[config.mk]
export PLATFORM = sky130hd
export DESIGN_NAME = dmxrx_core_flat
export DESIGN_NICKNAME = d
export VERILOG_FILES = /design/src/hdl/dmxrx_pkg.sv /design/src/hdl/dmxrx_cfg_if.sv /design/src/hdl/dmxrx_core.sv /design/src/flat_wrapper.sv
export SDC_FILE = /design/constraint.sdc
export NUM_CORES = 1
export LEC_CHECK = 0
export BUFFER_PORTS_ARGS = -buffer_cell sky130_fd_sc_hd__buf_2
export CAP_MARGIN = 10
export CORE_MARGIN = 3
export CORE_UTILIZATION = 59
export CTS_CLUSTER_DIAMETER = 30
export CTS_CLUSTER_SIZE = 12
export DETAILED_ROUTE_END_ITERATION = 16
export GPL_TIMING_DRIVEN = 0
export PLACE_DENSITY = 0.9
export SYNTH_ARGS = -nofsm -noshare
export SYNTH_HDL_FRONTEND = slang
export SYNTH_SLANG_ARGS = --single-unit
[constraint.sdc]
create_clock -name clk_i -period 4.41 [get_ports clk_i]
set_clock_uncertainty 0.05 [all_clocks]
set_input_delay 0.882 -clock clk_i [delete_from_list [all_inputs] [get_ports clk_i]]
set_output_delay 0.882 -clock clk_i [all_outputs]
set_load 0.05 [all_outputs]
[src/hdl/dmxrx_pkg.sv]
// shared types, codes and constants of the dmx512 / rdm frame receiver
package dmxrx_pkg;

  localparam int UNIVERSE_SLOTS_DEF   = 512;
  localparam int RDM_BUFFER_BYTES_DEF = 512;
  localparam int RDM_RING_DEPTH_DEF   = 16;

  localparam int OP_W     = 2;
  localparam int BYTE_W   = 8;
  localparam int TARGET_W = 2;
  localparam int BUF_W    = 4;
  localparam int OFFSET_W = 9;
  localparam int EVENT_W  = 3;
  localparam int SLOTS_W  = 10;
  localparam int COUNT_W  = 32;
  localparam int SUM_W    = 16;
  localparam int DCNT_W   = 4;

  // operation codes
  localparam logic [OP_W-1:0] OP_DATA    = 2'd0;
  localparam logic [OP_W-1:0] OP_BREAK   = 2'd1;
  localparam logic [OP_W-1:0] OP_TIMEOUT = 2'd2;

  // write targets
  localparam logic [TARGET_W-1:0] TGT_NONE = 2'd0;
  localparam logic [TARGET_W-1:0] TGT_DMX  = 2'd1;
  localparam logic [TARGET_W-1:0] TGT_RDM  = 2'd2;

  // frame events
  localparam logic [EVENT_W-1:0] EV_NONE     = 3'd0;
  localparam logic [EVENT_W-1:0] EV_DMX_DONE = 3'd1;
  localparam logic [EVENT_W-1:0] EV_RDM_ACC  = 3'd2;
  localparam logic [EVENT_W-1:0] EV_RDM_REJ  = 3'd3;
  localparam logic [EVENT_W-1:0] EV_DISC     = 3'd4;
  localparam logic [EVENT_W-1:0] EV_OVERFLOW = 3'd5;

  // byte codes
  localparam logic [BYTE_W-1:0] SC_DMX        = 8'h00;
  localparam logic [BYTE_W-1:0] SC_RDM        = 8'hCC;
  localparam logic [BYTE_W-1:0] SUB_SC_RDM    = 8'h01;
  localparam logic [BYTE_W-1:0] DISC_PREAMBLE = 8'hFE;
  localparam logic [BYTE_W-1:0] DISC_SEP      = 8'hAA;

  localparam logic [DCNT_W-1:0] EUID_BYTES    = 4'd12;
  localparam logic [DCNT_W-1:0] DISC_CS_BYTES = 4'd4;

  typedef struct packed {
    logic [OP_W-1:0]   operation;
    logic [BYTE_W-1:0] data;
  } in_item_t;

  typedef struct packed {
    logic [TARGET_W-1:0] write_target;
    logic [BUF_W-1:0]    write_buffer;
    logic [OFFSET_W-1:0] write_offset;
    logic [BYTE_W-1:0]   write_data;
    logic [EVENT_W-1:0]  frame_event;
    logic [SLOTS_W-1:0]  slots_in_packet;
    logic [BUF_W-1:0]    buffer_head;
    logic [COUNT_W-1:0]  dmx_starts;
    logic [COUNT_W-1:0]  rdm_starts;
  } result_t;

endpackage

[src/hdl/dmxrx_cfg_if.sv]
// configuration write channel: discovery enable
interface dmxrx_cfg_if;
  logic valid;
  logic ready;
  logic discovery_enable;

  modport source (output valid, output discovery_enable, input ready);
  modport sink (input valid, input discovery_enable, output ready);
endinterface

[src/hdl/dmxrx_core.sv]
// frame state machine, checksum, ring head and packet counters
module dmxrx_core
  import dmxrx_pkg::*;
#(
  parameter int UNIVERSE_SLOTS   = UNIVERSE_SLOTS_DEF,
  parameter int RDM_BUFFER_BYTES = RDM_BUFFER_BYTES_DEF,
  parameter int RDM_RING_DEPTH   = RDM_RING_DEPTH_DEF
) (
  input  logic     clk_i,
  input  logic     rst_ni,
  input  logic     en_i,
  input  in_item_t item_i,
  dmxrx_cfg_if.sink cfg_ch,
  output result_t  res_o
);

  localparam int IDX_MAX = (UNIVERSE_SLOTS + 1 > RDM_BUFFER_BYTES) ?
                           UNIVERSE_SLOTS + 1 : RDM_BUFFER_BYTES;
  localparam int IDX_W   = $clog2(IDX_MAX + 1);
  localparam int HEAD_W  = $clog2(RDM_RING_DEPTH);

  typedef enum logic [3:0] {
    ST_IDLE, ST_BREAK, ST_DMX, ST_RDM, ST_CSH, ST_CSL, ST_DFE, ST_DEUID, ST_DCS
  } state_e;

  state_e              state_q, state_d;
  logic [IDX_W-1:0]    idx_q, idx_d;
  logic [SUM_W-1:0]    sum_q, sum_d;
  logic [HEAD_W-1:0]   head_q, head_d;
  logic [BYTE_W-1:0]   len_q, len_d;
  logic [BYTE_W-1:0]   sub_q, sub_d;
  logic [DCNT_W-1:0]   dcnt_q, dcnt_d;
  logic [COUNT_W-1:0]  dmx_cnt_q, dmx_cnt_d;
  logic [COUNT_W-1:0]  rdm_cnt_q, rdm_cnt_d;
  logic [SLOTS_W-1:0]  slots_q, slots_d;
  logic                disc_en_q;

  logic [BYTE_W-1:0]   d;
  logic [IDX_W-1:0]    idx_inc;
  logic [IDX_W-1:0]    idx_dec;
  logic [HEAD_W-1:0]   head_inc;
  logic                rdm_ok;
  logic                rdm_wr;
  logic                dmx_wr;
  logic [IDX_W-1:0]    wr_idx;
  logic [BYTE_W-1:0]   len_new;
  logic [SUM_W-1:0]    sum_fin;
  logic [IDX_W+7:0]    idx_cmp;
  logic [IDX_W+7:0]    len_cmp;
  logic [IDX_W+8:0]    off_wide;
  logic [IDX_W+9:0]    slot_wide;
  logic [HEAD_W+3:0]   head_wide_d;
  logic [HEAD_W+3:0]   head_wide_q;
  logic [EVENT_W-1:0]  event_d;

  assign cfg_ch.ready = 1'b1;

  assign d        = item_i.data;
  assign idx_inc  = idx_q + 1'b1;
  assign idx_dec  = idx_q - 1'b1;
  assign head_inc = (head_q == HEAD_W'(RDM_RING_DEPTH - 1)) ? '0 : head_q + 1'b1;
  assign rdm_ok   = idx_q < IDX_W'(RDM_BUFFER_BYTES);
  assign len_new  = (idx_q == IDX_W'(2)) ? d : len_q;
  assign idx_cmp  = {8'd0, idx_inc};
  assign len_cmp  = {{IDX_W{1'b0}}, len_new};
  assign sum_fin  = sum_q - {8'd0, d};
  assign slot_wide = {10'd0, idx_dec};

  always_comb begin
    state_d   = state_q;
    idx_d     = idx_q;
    sum_d     = sum_q;
    head_d    = head_q;
    len_d     = len_q;
    sub_d     = sub_q;
    dcnt_d    = dcnt_q;
    dmx_cnt_d = dmx_cnt_q;
    rdm_cnt_d = rdm_cnt_q;
    slots_d   = slots_q;
    event_d   = EV_NONE;
    rdm_wr    = 1'b0;
    dmx_wr    = 1'b0;
    wr_idx    = idx_q;

    case (item_i.operation)
      OP_DATA: begin
        case (state_q)
          ST_IDLE: begin
            if (disc_en_q && d == DISC_PREAMBLE) begin
              state_d = ST_DFE;
              wr_idx  = '0;
              rdm_wr  = 1'b1;
            end
          end
          ST_BREAK: begin
            if (d == SC_DMX) begin
              state_d   = ST_DMX;
              idx_d     = IDX_W'(1);
              dmx_cnt_d = dmx_cnt_q + 1'b1;
            end else if (d == SC_RDM) begin
              state_d   = ST_RDM;
              sum_d     = {8'd0, SC_RDM};
              len_d     = '0;
              sub_d     = '0;
              rdm_cnt_d = rdm_cnt_q + 1'b1;
              wr_idx    = '0;
              rdm_wr    = 1'b1;
            end else begin
              state_d = ST_IDLE;
            end
          end
          ST_DMX: begin
            dmx_wr = 1'b1;
            idx_d  = idx_inc;
            if (idx_q >= IDX_W'(UNIVERSE_SLOTS)) begin
              state_d = ST_IDLE;
              slots_d = SLOTS_W'(UNIVERSE_SLOTS);
              event_d = EV_DMX_DONE;
            end
          end
          ST_RDM, ST_CSH, ST_CSL, ST_DEUID, ST_DCS: begin
            if (!rdm_ok) begin
              state_d = ST_IDLE;
              event_d = EV_OVERFLOW;
            end else begin
              rdm_wr = 1'b1;
              case (state_q)
                ST_RDM: begin
                  sum_d = sum_q + {8'd0, d};
                  len_d = len_new;
                  if (idx_q == IDX_W'(1)) begin
                    sub_d = d;
                  end
                  if (idx_inc >= IDX_W'(3) && idx_cmp == len_cmp) begin
                    state_d = ST_CSH;
                  end
                end
                ST_CSH: begin
                  sum_d   = sum_q - {d, 8'd0};
                  state_d = ST_CSL;
                end
                ST_CSL: begin
                  sum_d   = sum_fin;
                  state_d = ST_IDLE;
                  if (sum_fin == '0 && sub_q == SUB_SC_RDM) begin
                    head_d  = head_inc;
                    event_d = EV_RDM_ACC;
                  end else begin
                    event_d = EV_RDM_REJ;
                  end
                end
                ST_DEUID: begin
                  dcnt_d = dcnt_q + 1'b1;
                  if (dcnt_d == EUID_BYTES) begin
                    dcnt_d  = '0;
                    state_d = ST_DCS;
                  end
                end
                default: begin
                  dcnt_d = dcnt_q + 1'b1;
                  if (dcnt_d == DISC_CS_BYTES) begin
                    head_d  = head_inc;
                    event_d = EV_DISC;
                    state_d = ST_IDLE;
                  end
                end
              endcase
            end
          end
          ST_DFE: begin
            if (d == DISC_PREAMBLE || d == DISC_SEP) begin
              if (!rdm_ok) begin
                state_d = ST_IDLE;
                event_d = EV_OVERFLOW;
              end else begin
                rdm_wr = 1'b1;
                if (d == DISC_SEP) begin
                  dcnt_d  = '0;
                  state_d = ST_DEUID;
                end
              end
            end else begin
              state_d = ST_IDLE;
            end
          end
          default: begin
            state_d = ST_IDLE;
          end
        endcase
      end
      OP_BREAK: begin
        state_d = ST_BREAK;
      end
      OP_TIMEOUT: begin
        if (state_q == ST_DMX) begin
          state_d = ST_IDLE;
          slots_d = slot_wide[SLOTS_W-1:0];
          event_d = EV_DMX_DONE;
        end
      end
      default: begin
      end
    endcase

    if (rdm_wr) begin
      idx_d = wr_idx + 1'b1;
    end
  end

  assign off_wide    = {9'd0, (dmx_wr ? idx_dec : wr_idx)};
  assign head_wide_d = {4'd0, head_d};
  assign head_wide_q = {4'd0, head_q};

  always_comb begin
    res_o = '0;
    if (rdm_wr) begin
      res_o.write_target = TGT_RDM;
      res_o.write_buffer = head_wide_q[BUF_W-1:0];
      res_o.write_offset = off_wide[OFFSET_W-1:0];
      res_o.write_data   = d;
    end else if (dmx_wr) begin
      res_o.write_target = TGT_DMX;
      res_o.write_offset = off_wide[OFFSET_W-1:0];
      res_o.write_data   = d;
    end
    res_o.frame_event     = event_d;
    res_o.slots_in_packet = slots_d;
    res_o.buffer_head     = head_wide_d[BUF_W-1:0];
    res_o.dmx_starts      = dmx_cnt_d;
    res_o.rdm_starts      = rdm_cnt_d;
  end

  always_ff @(posedge clk_i or negedge rst_ni) begin
    if (!rst_ni) begin
      state_q   <= ST_IDLE;
      idx_q     <= '0;
      sum_q     <= '0;
      head_q    <= '0;
      len_q     <= '0;
      sub_q     <= '0;
      dcnt_q    <= '0;
      dmx_cnt_q <= '0;
      rdm_cnt_q <= '0;
      slots_q   <= '0;
      disc_en_q <= 1'b0;
    end else begin
      if (cfg_ch.valid) begin
        disc_en_q <= cfg_ch.discovery_enable;
      end
      if (en_i) begin
        state_q   <= state_d;
        idx_q     <= idx_d;
        sum_q     <= sum_d;
        head_q    <= head_d;
        len_q     <= len_d;
        sub_q     <= sub_d;
        dcnt_q    <= dcnt_d;
        dmx_cnt_q <= dmx_cnt_d;
        rdm_cnt_q <= rdm_cnt_d;
        slots_q   <= slots_d;
      end
    end
  end

endmodule

[src/flat_wrapper.sv]
// flat-port wrapper written by rule: the top's interface ports become plain ports
module dmxrx_core_flat import dmxrx_pkg::*;
#(
  parameter int UNIVERSE_SLOTS   = UNIVERSE_SLOTS_DEF,
  parameter int RDM_BUFFER_BYTES = RDM_BUFFER_BYTES_DEF,
  parameter int RDM_RING_DEPTH   = RDM_RING_DEPTH_DEF
)
  (clk_i, rst_ni, en_i, item_i, res_o, cfg_ch_valid, cfg_ch_discovery_enable, cfg_ch_ready);
  dmxrx_cfg_if cfg_ch_i ();
  input  logic clk_i;
  input  logic rst_ni;
  input  logic en_i;
  input  in_item_t item_i;
  output result_t res_o;
  input wire logic [$bits(cfg_ch_i.valid)-1:0] cfg_ch_valid;
  input wire logic [$bits(cfg_ch_i.discovery_enable)-1:0] cfg_ch_discovery_enable;
  output wire logic [$bits(cfg_ch_i.ready)-1:0] cfg_ch_ready;
  assign cfg_ch_i.valid = cfg_ch_valid;
  assign cfg_ch_i.discovery_enable = cfg_ch_discovery_enable;
  assign cfg_ch_ready = cfg_ch_i.ready;
  dmxrx_core #(.UNIVERSE_SLOTS(UNIVERSE_SLOTS), .RDM_BUFFER_BYTES(RDM_BUFFER_BYTES), .RDM_RING_DEPTH(RDM_RING_DEPTH)) u_core (.clk_i(clk_i), .rst_ni(rst_ni), .en_i(en_i), .item_i(item_i), .cfg_ch(cfg_ch_i), .res_o(res_o));
endmodule
==> Word level (Yosys, flattened, before mapping) <==
Cells that the tools add are included.
{ "totals": {"output_inout_bits": 105, "elab_cells": 173, "in_bits": 15, "register_bits": 129} }
{ "classes": {"reduce_logical": 22, "eq_ne": 38, "n_addsub": 10, "order_cmp": 3, "n_mux": 89} }
{ "op_table": {"columns": ["cell", "count"], "rows": [
  ["$mux W32", 7],
  ["$mux W10", 10],
  ["$mux W4", 23],
  ["$add A32 B1 Y32 const B", 2],
  ["$mux W8", 8],
  ["$pmux W10 S2", 3],
  ["$mux W16", 3],
  ["$pmux W16 S3", 1],
  ["$mux W17", 2],
  ["$pmux W16 S2", 1],
  ["$pmux W8 S2", 2],
  ["$eq A8 B8 Y1 const B", 3],
  ["$pmux W4 S2", 3],
  ["$add A10 B1 Y10 const B", 2],
  ["$eq A4 B3 Y1 const B", 5],
  ["$pmux W4 S5", 1],
  ["$add A16 B8 Y16", 1],
  ["$logic_not A16 Y1", 1],
  ["$ne A2 B1 Y1 const B", 8],
  ["$pmux W4 S4", 1],
  ["$reduce_and A8 Y1", 2],
  ["$sub A16 B16 Y16", 1],
  ["$sub A16 B8 Y16", 1],
  ["$ne A5 B5 Y1 const B", 3],
  ["other kinds (39)", 68]
]} }

==> Longest topological paths before layout <==
Gate-level depths: netlist of run 1.
{ "depth": {"ltp_word": 9, "ltp_mapped": 13, "depth_no_buf": 12} }

==> Worst setup path before layout of run 1 <==
No wires, ideal clock.
{ "synth_timing": {"path_kind": "in2out", "from": "input item_i[3] in the netlist's numbering", "to": "output res_o[64] in the netlist's numbering", "slack_ps": -27, "required_ps": 3478, "arrival_ps": 3505, "cell_stages": 11, "path_buffers": 1, "path_cell_list": "inv_1 ha_1 buf_2 a21o_1 a21oi_2 nand2_1 xnor2_1 or4_1 nor4_4 a31oi_2 mux2_1"} }
{ "synth_rtl": {"columns": ["item", "line_no", "source"], "rows": [
  ["start: declaration", "flat_wrapper.sv:13", "input in_item_t item_i;"],
  ["end: declaration", "flat_wrapper.sv:14", "output result_t res_o;"]
]} }

==> key figures, run 1 <==
Cells and area
  • Footprint of the multi-input gates: 6520 µm²
  • Commonest non-fill, non-tap cells in the layout: nand2_1 (144), dfrtp_1 (129), buf_2 (111)
  • Fin cells: 1553
  • Share of cells above drive strength 1: 19.7%
  • Post-route cell area: 12000 µm²
  • # fillers: 1032
  • Register area: 3230 µm²
  • Synth-to-layout area growth: 21.1%
  • # nets final: 1382
  • Ant diodes: 0
  • Most common cell after layout, fill and taps aside: nand2_1

Global route
  • Vias in the first global route: 9582
  • Global-route total usage across every layer: 32.1%
  • Initial antenna violation count: 0
  • Largest net degree at the start of global routing: 73
  • Grt ovf: 0
  • Global-route wire length before repair: 47.9 mm

Routing
  • Vias per cell: 6.40
  • Routed wl met3: 2.84 mm
  • Vias: 9944
  • First-pass DRT Iterations: 14
  • DRC viols: 0
  • Routed len/inst: 19.5 µm
  • WL final: 30.3 mm
  • Highest metal used: met4
  • Final ANT Viol Nets: 0
  • Routed met1 length: 11.3 mm
  • WL met2: 14.9 mm
  • Iter 0 DRT Violations: 1027

Clocking
  • CTS Buf Count: 17
  • Clock latency on the worst-skew pair: 430 ps
  • Htree depth: 4
  • # hold bufs at CTS: 0
  • Reg clk slew, reported paths: 60 ps
  • Num Clock Sinks: 129
  • CTS tree: built
  • Clock buffer depth: 2
  • Buffer type at the clock tree root: clkbuf_16

Synth
  • Cells after synthesis: 1167
  • #FFs+latches synth: 129
  • Area share of the largest cell type after synthesis: 32.6%
  • Leading area contributor after synthesis: dfrtp_1
  • Synth unique cells: 82
  • Synth warn: 0
  • Main area contributors after synthesis: dfrtp_1 (33%), xnor2_1 (9.6%), nand2_1 (5.5%)
  • Fraction of registers with async set/reset: 100%
  • EDFF count, synth: 0
  • Register area share after synthesis: 32.6%
  • Synthesized area per cell: 8.49 µm²
  • Primary FF master, synth: dfrtp_1
  • Netlist Area Pre-Place: 9910 µm²
  • Syn_nets: 1225

Timing
  • Fin crit period: 4500 ps
  • Slew Viols, Final: 0
  • RSZ-0062 raised after global routing: true
  • Least-Margin Pin Slew: 897 ps
  • Crit share post-route: 102%
  • Final hold vios: 0
  • Fmax: 222 MHz
  • Setup WS post-layout: -93.7 ps
  • Setup violations, final: 5
  • Hold WS: 376 ps
  • Max-slew headroom: 39.8%

Floorplanning
  • Initial Util: 61.3%
  • Die area: 18400 µm²
  • Ports: 120
  • Die Y: 136 µm
  • # rows: 46
  • Core area: 16200 µm²
  • Die W: 136 µm

Power
  • Switch Pwr: 2.29 mW
  • Sequential power share: 26.9%
  • Pwr dens: 454 nW/µm²
  • Combinational Power Share: 44.8%
  • Internal: 3.16 mW
  • Clk pwr share: 28.3%
  • Total power: 5.45 mW
  • P_leak: 5.63 nW
  • Switching Share: 42.0%
  • Peak supply drop: 385 µV

Status
  • Failing checks: setup timing
  • Outcome: finished, violations left

Placement
  • Post-placement setup slack: -799 ps
  • HPWL Detailed: 20.1 mm
  • Dpl cells: 1502
  • GP Congestion: 1.00
  • Post-DP Area: 10800 µm²
  • Port Buffer Count: 118

Hold path
  • Worst min path class: input pin to asynchronous set/reset pin

Setup path
  • CP Class: input pin to primary output
  • Req. time, crit path: 3480 ps
  • Worst EP arrival: 3570 ps
  • Critical path fanouts, max: 7
  • CP Launch Type: input pin
  • Setup crit end kind: primary output

Job
  • Max-cap violations: 0
-- stage by stage --
stage          setup TNS (ps)  util, %
2_1_floorplan               0        -
3_3_place_gp            -4120     66.6
3_5_place_dp            -4880     66.8
4_1_cts                  -523     72.6
5_1_grt                  -786     74.2
6_report                 -324     74.2
-- cells in the mapped netlist (8+ instances only) --
master	number
nand2_1	146
dfrtp_1	129
xnor2_1	109
nor2_1	85
xor2_1	58
nand3_1	57
o21ai_0	55
inv_1	46
a21oi_1	42
ha_1	40
clkbuf_1	39
and3_1	25
nor3_1	24
o31ai_1	23
nand4_1	21
and2_1	18
mux2_2	18
mux2i_1	15
a211oi_1	11
buf_2	11
nand2b_1	11
a21o_1	10
nor2b_1	10
a22o_1	9
nor4_1	8
or3_1	8
-- metal layers --
metal / global-route usage [%] / vias to the layer above
li1: - / 4425
met1: 39.4 / 4755
met2: 55.0 / 636
met3: 5.91 / 128
met4: 14.8 / 0
met5: 0 / -
-- layout make-up --
class	count	share of cell area, %
Multi-Input combinational cell	933	54.3
Sequential cell	129	26.9
Timing Repair Buffer	139	7.61
Clock buffer	17	3.54
Tap cell	216	2.25
Buffer	58	2.09
Clock inverter	15	1.73
Inverter	46	1.57
-- power by group through the flow --
stage	logic [mW]	registers (mW)	clock network, mW
floorplan	1.61	1.43	0
global placement	2.02	1.45	0
detailed placement	2.08	1.46	0
CTS	2.22	1.45	1.55
global route	2.62	1.48	1.60
finish	2.44	1.46	1.54
-- worst max-delay path, stage by stage --
cell and delay, ps:
buf_12 110, buf_4 180, ha_1 220, nor2b_2 190, o2111ai_2 160, buf_6 160, nand2_2 90, xnor2_1 70
or4_4 560, nor4_4 160, buf_6 160, a211oi_2 60, or3b_1 390, buf_6 170
-- registers in the layout, summed over array words and instances (netlist names) --
| signal | cells |
|---|---|
| u_core.rdm_cnt_q | 32 |
| u_core.disc_en_q | 1 |
| u_core.slots_q | 10 |
| u_core.dcnt_q | 4 |
| u_core.head_q | 4 |
| u_core.state_q | 4 |
| u_core.sub_q | 8 |
| u_core.sum_q | 16 |
| u_core.dmx_cnt_q | 32 |
| u_core.idx_q | 10 |
| u_core.len_q | 8 |
-- kinds of logic after synthesis --
family	Yosys count	synth area share [%]
AOI/OAI and AO/OA	220	14.6
xor gates and xnor gates	167	14.8
adders and majority gates	43	5.66
buffers and inverters	105	4.19
DFF	129	32.6
muxes	39	4.24
other	1	0.0378
and+or+nand+nor	463	23.9
-- worst paths after layout --
| kind | startpoint | to | slack (ps) | cells after the start |
|---|---|---|---|---|
| min in group clk_i | u_core.sub_q[3]$_DFFE_PN0P_ | u_core.sub_q[3]$_DFFE_PN0P_ | 430 | 2 |
| worst min register to register | u_core.sub_q[3]$_DFFE_PN0P_ | u_core.sub_q[3]$_DFFE_PN0P_ | 430 | 2 |
| worst max register to register | u_core.sum_q[0]$_DFFE_PN0P_ | u_core.head_q[0]$_DFFE_PN0P_ | 1150 | 13 |
| worst min-delay path | rst_ni | u_core.rdm_cnt_q[11]$_DFFE_PN0P_ | 380 | 1 |
| worst max-delay path | item_i[0] | res_o[66] | -90 | 14 |
| max in group asynchronous | rst_ni | u_core.dmx_cnt_q[3]$_DFFE_PN0P_ | 3160 | 2 |
-- what timing repair did --
action	4_1_cts	5_1_grt
resized for setup	70	34
setup endpoints to repair	14	16
pin swaps	16	18
buffers inserted	7	13
(Power assumes the default switching activity.)
==> run 2, diff against run 1 <==
BUFFER_PORTS_ARGS = -buffer_cell sky130_fd_sc_hd__buf_4   (was -buffer_cell sky130_fd_sc_hd__buf_2)
TNS_END_PERCENT = 100   (was unset)
==> key figures, run 2 (synthesized netlist as in run 1, its figures left out) <==
Cells and area
  • Post-layout util: 77.0%
  • Register area: 3230 µm²
  • Footprint of the multi-input gates: 6570 µm²
  • Commonest non-fill, non-tap cells in the layout: buf_4 (157), nand2_1 (143), dfrtp_1 (129)
  • # nets final: 1412
  • Synth-to-layout area growth: 25.7%
  • Top Registers: u_core.dmx_cnt_q (32), u_core.rdm_cnt_q (32), u_core.sum_q (16)
  • # fillers: 1017
  • Ant diodes: 0
  • Share of cells above drive strength 1: 21.8%
  • Most common cell after layout, fill and taps aside: buf_4
  • Fin cells: 1581

Global route
  • Vias in the first global route: 9671
  • Global-route total usage across every layer: 33.7%
  • Initial antenna violation count: 0
  • Grt ovf: 0
  • Largest net degree at the start of global routing: 87
  • Global-route wire length before repair: 49.6 mm

Clocking
  • Reg clk slew, reported paths: 60 ps
  • Num Clock Sinks: 129
  • Htree depth: 4
  • Clock buffer depth: 2
  • CTS Buf Count: 17
  • CTS tree: built
  • Clock latency on the worst-skew pair: 430 ps
  • Buffer type at the clock tree root: clkbuf_16

Floorplanning
  • # rows: 46
  • Initial Util: 61.3%
  • Die Y: 136 µm
  • Die area: 18400 µm²
  • Core area: 16200 µm²
  • Die W: 136 µm
  • Ports: 120

Hold path
  • Worst min path class: input pin to asynchronous set/reset pin

Timing
  • Setup WS post-layout: -304 ps
  • Crit share post-route: 107%
  • Max-slew headroom: 25.3%
  • Least-Margin Pin Slew: 1120 ps
  • Slew Viols, Final: 0
  • Fin crit period: 4710 ps
  • Fmax: 212 MHz
  • Setup violations, final: 6
  • RSZ-0062 raised after global routing: true
  • Setup tns final: -1590 ps
  • Final hold vios: 0

Power
  • Combinational Power Share: 51.4%
  • Clk pwr share: 24.0%
  • Total power: 5.98 mW
  • Internal: 3.39 mW
  • Peak supply drop: 405 µV
  • Switching Share: 43.2%
  • Sequential power share: 24.6%
  • P_leak: 5.69 nW
  • Switch Pwr: 2.58 mW
  • Pwr dens: 480 nW/µm²

Placement
  • Port Buffer Count: 118
  • HPWL Detailed: 20.3 mm
  • GP Congestion: 1.01
  • Dpl cells: 1502

Routing
  • Vias: 10198
  • Iter 0 DRT Violations: 1135
  • Vias per cell: 6.45
  • Routed len/inst: 20.8 µm
  • First-pass DRT Iterations: 8
  • DRC viols: 0
  • WL final: 32.9 mm
  • Final ANT Viol Nets: 0

Setup path
  • CP Class: input pin to primary output
  • Critical path fanouts, max: 9
  • Setup crit end kind: primary output
  • Worst EP arrival: 3780 ps
  • CP Launch Type: input pin
  • Req. time, crit path: 3480 ps

Job
  • Max-cap violations: 0

Status
  • Outcome: finished, violations left
  • Failing checks: setup timing
-- run 2: cell types whose count changed in the layout (fill, tap and decap cells not counted), moves of 3 or more --
cell	delta
buf_12	-3
inv_4	-3
clkinv_4	-3
clkinvlp_4	+4
buf_4	+136
buf_2	-103
-- run 2: power groups by stage --
stage	Sequential [mW]	Clock, mW	Combinational [mW]
floorplan	1.43	0	1.61
global placement	1.45	0	2.08
detailed placement	1.46	0	2.14
CTS	1.45	1.43	2.54
global route	1.49	1.47	3.21
finish	1.47	1.43	3.07
-- run 2: stage by stage --
step	area, µm²	setup slack, ps	hold slack (ps)
after floorplan	9910	6.29	391
after global placement	11100	-566	405
final	12500	-304	314
after global routing	12500	-407	347
after CTS	12100	-158	332
after detailed placement	11100	-645	415
-- run 2: metal layers --
layer  vias to the layer above  track usage [%]  routed length (µm)
li1                       4486                -                   -
met1                      4792             41.6               11900
met2                       721             57.8               15700
met3                       199             5.50                3260
met4                         0             15.6                1990
met5                         -                0                   0
-- run 2: final timing paths --
check,startpoint,to,slack (ps),cells after the start
max in group asynchronous,rst_ni,u_core.len_q[5]$_DFFE_PN0P_,3230,2
min reg2reg,u_core.sub_q[7]$_DFFE_PN0P_,u_core.sub_q[7]$_DFFE_PN0P_,440,2
min in group clk_i,u_core.sub_q[7]$_DFFE_PN0P_,u_core.sub_q[7]$_DFFE_PN0P_,440,2
max reg2reg,u_core.sum_q[0]$_DFFE_PN0P_,u_core.sum_q[6]$_DFFE_PN0P_,-280,28
min,rst_ni,u_core.rdm_cnt_q[5]$_DFFE_PN0P_,310,1
max,item_i[6],res_o[66],-300,14
-- run 2: cell type report --
type	instances	area share, %
multi-input cells	933	52.7
flip-flops and latches	129	25.9
repair buffers	170	11.0
clock buffers	19	3.64
well taps	216	2.17
plain buffers	57	1.98
inverters	46	1.55
clock inverters	11	1.03
-- run 2: what timing repair did --
item / CTS / global route
hold buffers: 0 / 0
endpoints found under the hold margin: 0 / 0
resized for setup: 51 / 39
setup buffers: 32 / 20
pin swaps: 13 / 24
endpoints found under the setup margin: 13 / 34
-- run 2: critical path, stage by stage --
cell	delay, ps
buf_8	120
clkinvlp_4	150
ha_4	270
buf_6	140
a21o_1	210
a311oi_1	350
o21ai_1	150
nor3b_2	270
nand3_2	120
nor4_4	280
buf_4	180
a211oi_2	60
or3b_1	400
buf_6	170
